File: config.mk
export PLATFORM = sky130hd
export DESIGN_NAME = keypad_code_lock_controller
export DESIGN_NICKNAME = d
export VERILOG_FILES = /design/src/rtl/kcl_pkg.sv /design/src/rtl/kcl_in_stage.sv /design/src/rtl/kcl_engine.sv /design/src/rtl/kcl_out_stage.sv /design/src/rtl/keypad_code_lock_controller.sv
export SDC_FILE = /design/constraint.sdc
export NUM_CORES = 1
export LEC_CHECK = 0
export BUFFER_PORTS_ARGS = -buffer_cell sky130_fd_sc_hd__buf_2
export CORE_ASPECT_RATIO = 0.9
export CORE_MARGIN = 2
export CORE_UTILIZATION = 56
export DETAILED_ROUTE_END_ITERATION = 8
export GPL_ROUTABILITY_DRIVEN = 0
export PLACE_DENSITY_LB_ADDON = 0.05
export SETUP_SLACK_MARGIN = 0.1
export SLEW_MARGIN = 30
export SYNTH_ARGS = -nofsm -noshare
export SYNTH_HDL_FRONTEND = slang
export SYNTH_HIERARCHICAL = 1
export SYNTH_SLANG_ARGS = --single-unit
export TNS_END_PERCENT = 5
File: constraint.sdc
create_clock -name clock -period 3 [get_ports clock]
set_input_delay 0.15 -clock clock [delete_from_list [all_inputs] [get_ports clock]]
set_output_delay 0.15 -clock clock [all_outputs]
set_load 0.02 [all_outputs]
File: src/rtl/kcl_pkg.sv
// Shared types and constants of the keypad code lock controller.
package kcl_pkg;

   localparam logic [3:0] KEY_A    = 4'd10;
   localparam logic [3:0] KEY_STAR = 4'd14;
   localparam logic [3:0] KEY_HASH = 4'd15;

   // Stored code after reset, first key first.
   localparam logic [0:3][3:0] RESET_CODE = {4'd6, 4'd6, 4'd0, 4'd1};

   // Saturation value of the key counter.
   localparam logic [4:0] COUNT_MAX = 5'd31;

   localparam logic [2:0] EV_NONE     = 3'd0;
   localparam logic [2:0] EV_STARTED  = 3'd1;
   localparam logic [2:0] EV_ECHO     = 3'd2;
   localparam logic [2:0] EV_UNLOCK   = 3'd3;
   localparam logic [2:0] EV_WRONG    = 3'd4;
   localparam logic [2:0] EV_CHANGED  = 3'd5;
   localparam logic [2:0] EV_MISMATCH = 3'd6;
   localparam logic [2:0] EV_NEW_OK   = 3'd7;

   // One registered input event.
   typedef struct packed {
      logic       mode;
      logic [3:0] key_code;
   } item_type;

   // One result, as it leaves the engine for the output register.
   typedef struct packed {
      logic [2:0]  event_res;
      logic        unlock;
      logic        save_code;
      logic [15:0] code_word;
      logic [2:0]  phase;
      logic [4:0]  entered_count;
   } result_type;

endpackage

File: src/rtl/kcl_in_stage.sv
// Input register of the keypad code lock controller.
module kcl_in_stage
   import kcl_pkg::*;
(
   input  logic     clock,
   input  logic     reset,
   input  logic     req_valid,
   output logic     req_stall,
   input  logic     req_mode,
   input  logic [3:0] req_key_code,
   input  logic     take,
   output logic     item_valid,
   output item_type item
);

   logic     valid_ff;
   item_type item_ff;

   // The register frees up in the same cycle that its beat moves on.
   assign req_stall  = valid_ff && !take;
   assign item_valid = valid_ff;
   assign item       = item_ff;

   always_ff @(posedge clock) begin
      if (reset) begin
         valid_ff <= 1'b0;
      end else if (!req_stall) begin
         valid_ff <= req_valid;
      end
   end

   always_ff @(posedge clock) begin
      if (req_valid && !req_stall) begin
         item_ff.mode     <= req_mode;
         item_ff.key_code <= req_key_code;
      end
   end

endmodule

File: src/rtl/kcl_engine.sv
// Lock state and the single-pass next-state and result logic.
module kcl_engine
   import kcl_pkg::*;
#(
   parameter int CODE_LEN = 4
) (
   input  logic       clock,
   input  logic       reset,
   input  logic       fire,
   input  item_type   item,
   output result_type result
);

   localparam int IDX_W = (CODE_LEN > 1) ? $clog2(CODE_LEN) : 1;
   localparam int SHOWN = (CODE_LEN < 4) ? CODE_LEN : 4;
   localparam logic [4:0] LEN = 5'(CODE_LEN);

   typedef enum logic [2:0] {
      PH_IDLE    = 3'd0,
      PH_OPEN    = 3'd1,
      PH_OLD     = 3'd2,
      PH_NEW     = 3'd3,
      PH_CONFIRM = 3'd4
   } phase_type;

   phase_type                    phase_ff, phase_in;
   logic                         match_ff, match_in;
   logic [4:0]                   count_ff, count_in;
   logic [CODE_LEN-1:0][3:0]     stored_ff, stored_in;
   logic [CODE_LEN-1:0][3:0]     first_ff, first_in;
   logic [CODE_LEN-1:0][3:0]     second_ff, second_in;
   logic [IDX_W-1:0]             idx;
   logic                         room;
   logic                         correct;
   logic [15:0]                  word;

   assign idx     = count_ff[IDX_W-1:0];
   assign room    = count_ff < LEN;
   assign correct = match_ff && (count_ff == LEN);

   always_comb begin
      phase_in  = phase_ff;
      match_in  = match_ff;
      count_in  = count_ff;
      stored_in = stored_ff;
      first_in  = first_ff;
      second_in = second_ff;
      result.event_res = EV_NONE;
      result.unlock    = 1'b0;
      result.save_code = 1'b0;

      case (phase_ff)
         PH_OPEN, PH_OLD, PH_NEW, PH_CONFIRM: begin
            if (item.mode) begin
               // The button does nothing outside idle.
               result.event_res = EV_NONE;
            end else if (item.key_code != KEY_A) begin
               if (phase_ff inside {PH_OPEN, PH_OLD}) begin
                  if (!(room && item.key_code == stored_ff[idx])) begin
                     match_in = 1'b0;
                  end
               end else if (room) begin
                  if (phase_ff == PH_NEW) begin
                     first_in[idx] = item.key_code;
                  end else begin
                     second_in[idx] = item.key_code;
                  end
               end
               if (count_ff != COUNT_MAX) begin
                  count_in = count_ff + 5'd1;
               end
               result.event_res = EV_ECHO;
            end else begin
               match_in = 1'b1;
               count_in = 5'd0;
               case (phase_ff)
                  PH_OPEN: begin
                     phase_in         = PH_IDLE;
                     result.event_res = correct ? EV_UNLOCK : EV_WRONG;
                     result.unlock    = correct;
                  end
                  PH_OLD: begin
                     phase_in         = correct ? PH_NEW : PH_IDLE;
                     result.event_res = correct ? EV_NEW_OK : EV_WRONG;
                  end
                  PH_NEW: begin
                     phase_in         = PH_CONFIRM;
                     result.event_res = EV_STARTED;
                  end
                  default: begin
                     phase_in = PH_IDLE;
                     if (first_ff == second_ff) begin
                        stored_in        = second_ff;
                        result.event_res = EV_CHANGED;
                        result.save_code = 1'b1;
                     end else begin
                        result.event_res = EV_MISMATCH;
                     end
                  end
               endcase
            end
         end
         default: begin
            // Idle; any code outside the phase set is taken as idle too.
            phase_in = PH_IDLE;
            match_in = 1'b1;
            count_in = 5'd0;
            if (item.mode) begin
               result.event_res = EV_UNLOCK;
               result.unlock    = 1'b1;
            end else if (item.key_code == KEY_STAR) begin
               phase_in         = PH_OPEN;
               result.event_res = EV_STARTED;
            end else if (item.key_code == KEY_HASH) begin
               phase_in         = PH_OLD;
               result.event_res = EV_STARTED;
            end
         end
      endcase

      word = 16'd0;
      for (int k = 0; k < SHOWN; k++) begin
         word[15 - 4 * k -: 4] = stored_in[k];
      end
      result.code_word     = word;
      result.phase         = phase_in;
      result.entered_count = count_in;
   end

   always_ff @(posedge clock) begin
      if (reset) begin
         phase_ff  <= PH_IDLE;
         match_ff  <= 1'b1;
         count_ff  <= 5'd0;
         // Keys past the fourth start out as zero.
         for (int k = 0; k < CODE_LEN; k++) begin
            stored_ff[k] <= (k < SHOWN) ? RESET_CODE[2'(k)] : 4'd0;
         end
         first_ff  <= '0;
         second_ff <= '0;
      end else if (fire) begin
         phase_ff  <= phase_in;
         match_ff  <= match_in;
         count_ff  <= count_in;
         stored_ff <= stored_in;
         first_ff  <= first_in;
         second_ff <= second_in;
      end
   end

   // Every entry starts from a clean count and match flag.
   assert property (@(posedge clock) disable iff (reset)
      phase_ff == PH_IDLE |-> count_ff == 5'd0 && match_ff)
      else $error("idle with a stale entry count or match flag");

   // A save stores exactly the confirmed buffer.
   assert property (@(posedge clock) disable iff (reset)
      fire && result.save_code |=> stored_ff == $past(second_ff))
      else $error("saved code differs from the confirmed entry");

   // State moves only when a beat is processed.
   assert property (@(posedge clock) disable iff (reset)
      !fire |=> $stable(phase_ff) && $stable(count_ff) && $stable(stored_ff))
      else $error("lock state changed without a beat");

endmodule

File: src/rtl/kcl_out_stage.sv
// Result register of the keypad code lock controller.
module kcl_out_stage
   import kcl_pkg::*;
(
   input  logic        clock,
   input  logic        reset,
   input  logic        item_valid,
   input  result_type  result,
   output logic        load,
   output logic        rsp_valid,
   input  logic        rsp_stall,
   output logic [2:0]  rsp_event_res,
   output logic        rsp_unlock,
   output logic        rsp_save_code,
   output logic [15:0] rsp_code_word,
   output logic [2:0]  rsp_phase,
   output logic [4:0]  rsp_entered_count
);

   logic       valid_ff;
   result_type result_ff;

   // The register takes a new beat whenever its current one leaves or it is empty.
   assign load = !valid_ff || !rsp_stall;

   always_ff @(posedge clock) begin
      if (reset) begin
         valid_ff <= 1'b0;
      end else if (load) begin
         valid_ff <= item_valid;
      end
   end

   always_ff @(posedge clock) begin
      if (load && item_valid) begin
         result_ff <= result;
      end
   end

   assign rsp_valid         = valid_ff;
   assign rsp_event_res     = result_ff.event_res;
   assign rsp_unlock        = result_ff.unlock;
   assign rsp_save_code     = result_ff.save_code;
   assign rsp_code_word     = result_ff.code_word;
   assign rsp_phase         = result_ff.phase;
   assign rsp_entered_count = result_ff.entered_count;

endmodule

File: src/rtl/keypad_code_lock_controller.sv
// Top level of the keypad code lock controller.
//
//  Channel  Direction  Handshake             Payload
//  req      in         req_valid/req_stall   req_mode, req_key_code
//  rsp      out        rsp_valid/rsp_stall   rsp_event_res, rsp_unlock, rsp_save_code,
//                                            rsp_code_word, rsp_phase, rsp_entered_count
//
// Each accepted beat gives exactly one result beat, by way of the input register and
// then the result register, and a new beat can be accepted in every cycle while rsp
// does not stall; the rate is set by the single pass of next-state logic between them.
// Reset is synchronous and active high; it restores the stored code 6,6,0,1, idle
// phase and cleared new-code buffers at once.
// A stall on rsp holds the result register, which in turn holds the input register
// and raises req_stall only while both registers are occupied.
module keypad_code_lock_controller
   import kcl_pkg::*;
#(
   // Number of keys in the lock code, from one to eight.
   parameter int CODE_LEN = 4
) (
   input  logic        clock,
   input  logic        reset,
   input  logic        req_valid,
   output logic        req_stall,
   input  logic        req_mode,
   input  logic [3:0]  req_key_code,
   output logic        rsp_valid,
   input  logic        rsp_stall,
   output logic [2:0]  rsp_event_res,
   output logic        rsp_unlock,
   output logic        rsp_save_code,
   output logic [15:0] rsp_code_word,
   output logic [2:0]  rsp_phase,
   output logic [4:0]  rsp_entered_count
);

   item_type   item;
   result_type result;
   logic       item_valid;
   logic       load;
   logic       fire;

   // A beat is processed when it sits in the input register and the result
   // register can take its result in the same edge.
   assign fire = item_valid && load;

   kcl_in_stage u_in_stage (
      .clock        (clock),
      .reset        (reset),
      .req_valid    (req_valid),
      .req_stall    (req_stall),
      .req_mode     (req_mode),
      .req_key_code (req_key_code),
      .take         (load),
      .item_valid   (item_valid),
      .item         (item)
   );

   // The engine holds the phase, the stored code and both new-code buffers,
   // and updates them once per processed beat.
   kcl_engine #(
      .CODE_LEN (CODE_LEN)
   ) u_engine (
      .clock  (clock),
      .reset  (reset),
      .fire   (fire),
      .item   (item),
      .result (result)
   );

   kcl_out_stage u_out_stage (
      .clock             (clock),
      .reset             (reset),
      .item_valid        (item_valid),
      .result            (result),
      .load              (load),
      .rsp_valid         (rsp_valid),
      .rsp_stall         (rsp_stall),
      .rsp_event_res     (rsp_event_res),
      .rsp_unlock        (rsp_unlock),
      .rsp_save_code     (rsp_save_code),
      .rsp_code_word     (rsp_code_word),
      .rsp_phase         (rsp_phase),
      .rsp_entered_count (rsp_entered_count)
   );

endmodule
==> impl_metrics.toml <==
[floorplanning]
row_count = 30
floorplan.die.width_um = 97.3
number_of_i_o_pins = 40
die-area_sq_um = 8570
coreArea_sq_um = 7580
die_y_um = 88
initial_core_util_pct = 57.9

[yosys]
synth-seq-area-share_pct = 52.0
syn_avg_cell_area_sq_um = 10.2
netlist-cell-type-count = 56
synth_top_area_share_pct = 28.7
synthesized_flop_and_latch_total = 93
yosys_warnings = 6
syn_inst = 429
synth_enable_flop_cells = 42
most_frequently_used_cell_type_in_the_post_synthesis_netlist = "dfxtp_1"
synth_nets = 442
ys_async_sr_fraction_pct = 0
post_synth_instance_area_sq_um = 4390
synth.largest_area_cell = "edfxtp_1"
top_ff_cell_synth = "dfxtp_1"
synthTopCellsByCount = "dfxtp_1, nand2_1, edfxtp_1"
synth_area_leaders = "edfxtp_1, dfxtp_1, nand3_1"

[route]
drt_pre_antenna_iters = 5
total_routed_wirelength_mm = 9.94
drc = 0
routed-via-count = 3273
antenna_left = 0
routed_via_density = 5.75
drt_iter0_drc = 279
route.detailed.wl_per_inst_um = 17.5

[worst_setup_path]
worstSetupEndpointType = "register"
timing.setup.critical_path_class = "register to register"
worstSetupStartpoint = "u_in_stage/item[2]"
worstSetupStartpointType = "register"
worst-endpoint-required_ps = 3110
worst_r2r_path_depth = 6
worst_r2r_startpoint = "u_in_stage/item[2]"
worstPathMaxFanout = 12
r2r_slack_ps = 630
arrival_ps = 2480
endpoint = "u_engine/stored_ff[13]"
regToRegEndpoint = "u_engine/stored_ff[13]"

[worst_hold_path]
worst_hold_path.num_cells = 2
holdCritPathClass = "primary input to register"

[global_routing]
grt_first_pass_wirelength_mm = 15.8
grt.overflow.total = 0
grt_use_total_pct = 23.8
grt_max_degree = 57
first_global_vias = 2964
grt_antenna_before_repair = 0

[outcome]
outcome = "finished, final reports clean"

[timing]
total_negative_slack_for_setup_checks_ps = 0
worst_slew_margin_rel_pct = 42.7
setup-violations-final = 0
clock_skew_ps = 11.3
hold_viol_final = 0
maxSlewViolCount = 0
rsz0062_at_grt = "false"
final_period_minus_worst_setup_slack_ps = 2370
period_share_pct = 79.1
maxClockFrequency_ghz = 0.421
worst_slew_pin_slew_ps = 859

[clock_network]
cts_made_buffers = 9
clkSlewWorstSetupHoldPaths_ps = 90
number_of_clock_sinks = 93
cts-root-buf = "clkbuf_8"
post_cts_buffers = 0
clock_tree_buf_depth = 2
cts_resized = 0
worstSkewPairLatency_ps = 360
cts_tree = "yes"
cts.htree.levels = 3

[final_layout]
area_delta_synth_final_pct = 12.7
design.final.nets = 481
drive_gt1_share_pct = 19.0
antenna_cells = 0
final-seq-area_sq_um = 2280
multi_input_area_sq_um = 1940
fillers = 650

[pwr]
cellPowerDensity_nw_per_um2 = 491
power.share.combinational_pct = 7.6
power.static_leakage_nw = 1.92
total_power_mw = 2.43
sequentialPowerShare_pct = 57.0
sw_ratio_pct = 24.2
power_switching_mw = 0.588
power.internal_mw = 1.84
clock_power_share_pct = 35.4
power.ir.vdd_worst_uv = 350

[placement]
dp_hpwl_mm = 6.89
port_buf_inserts = 39

[flow_run]
maxCapViolCount = 0
-- metal layers --
metal | part of all wire, % | GRT usage [%]
met1 | 48 | 34.5
met4 | 1.2 | 7.20
met5 | 0 | 0
met3 | 4.6 | 4.39
met2 | 46 | 36.8
-- critical path, cell delays in order, from the launching register on --
cell	delay, ps
edfxtp_1	570
nand4bb_1	280
buf_4	200
nor2_1	350
nand2_1	300
o21ai_0	300
a21boi_0	120
-- worst min path at each step --
stage / start / end
floorplan: reset / u_out_stage/rsp_valid
global placement: req_key_code[1] / u_in_stage/item[1]
detailed placement: req_mode / u_in_stage/item[4]
CTS: reset / u_engine/phase_ff[0]
global route: reset / u_engine/phase_ff[0]
finish: reset / u_engine/phase_ff[0]
-- layout by cell type (no fill, tap or decap), types with 12 or more instances in the layout --
cell	netlist	final
nor2_1	36	36
a21oi_1	33	33
mux2i_1	17	17
xor2_1	16	16
edfxtp_1	42	42
nand2_1	43	43
buf_4	3	12
nand3_1	38	38
buf_2	5	39
dfxtp_1	51	51
o21ai_0	15	15
-- stage by stage --
stage                     hold WS (ps)  instance area [sq um]  cells  worst slack [ps]  utilization [%]
final                             24.7                   4950    569               627             65.2
after global routing              30.7                   4950    569               348             65.2
after CTS                         6.19                   4950    569               642             65.2
after detailed placement           329                   4680    547               654             61.7
after global placement             327                   4680    547               748             61.7
after floorplan                    222                   4390    429               942                -
-- area by class of cell --
type	count	share of cell area [%]
clock buffer	10	2.78
tap	96	2.43
clock inverter	6	1.42
timing repair buffer	58	7.39
multi-input combinational	298	39.2
inverter	8	0.607
sequential	93	46.1
-- kinds of logic after synthesis --
logic type                 count (synthesis)  synth area share, %
and+or+nand+nor                          163                 19.5
xor gates and xnor gates                  23                 4.59
AOI/OAI and AO/OA                         79                 11.0
adders and majority gates                  4                 1.14
muxes                                     29                 7.98
buffers and inverters                     38                 3.82
DFF                                       93                 52.0
-- repair_timing --
action | 4_1_cts | 5_1_grt
hold endpoints to repair | 6 | 0
setup endpoints to repair | 0 | 0
hold buffers | 6 | 0
-- power groups by stage --
stage	Sequential [mW]	Clock (mW)	Combinational, mW
global placement	1.41	0	0.176
detailed placement	1.41	0	0.178
floorplan	1.42	0	0.108
CTS	1.38	0.889	0.184
global route	1.39	0.927	0.200
finish	1.39	0.859	0.185
-- state kept, by name, indices dropped and copies added, names as in the netlist --
name                           flops
u_out_stage/rsp_entered_count      5
u_engine/first_ff                 16
u_out_stage/rsp_valid              1
u_engine/phase_ff                  3
u_in_stage/item_valid              1
u_engine/count_ff                  5
u_out_stage/rsp_code_word         16
u_out_stage/rsp_event_res          3
u_engine/stored_ff                16
u_out_stage/rsp_save_code          1
u_out_stage/rsp_unlock             1
u_in_stage/item                    5
u_engine/match_ff                  1
u_out_stage/rsp_phase              3
u_engine/second_ff                16
Note: power is estimated with default switching activity, not from simulation.
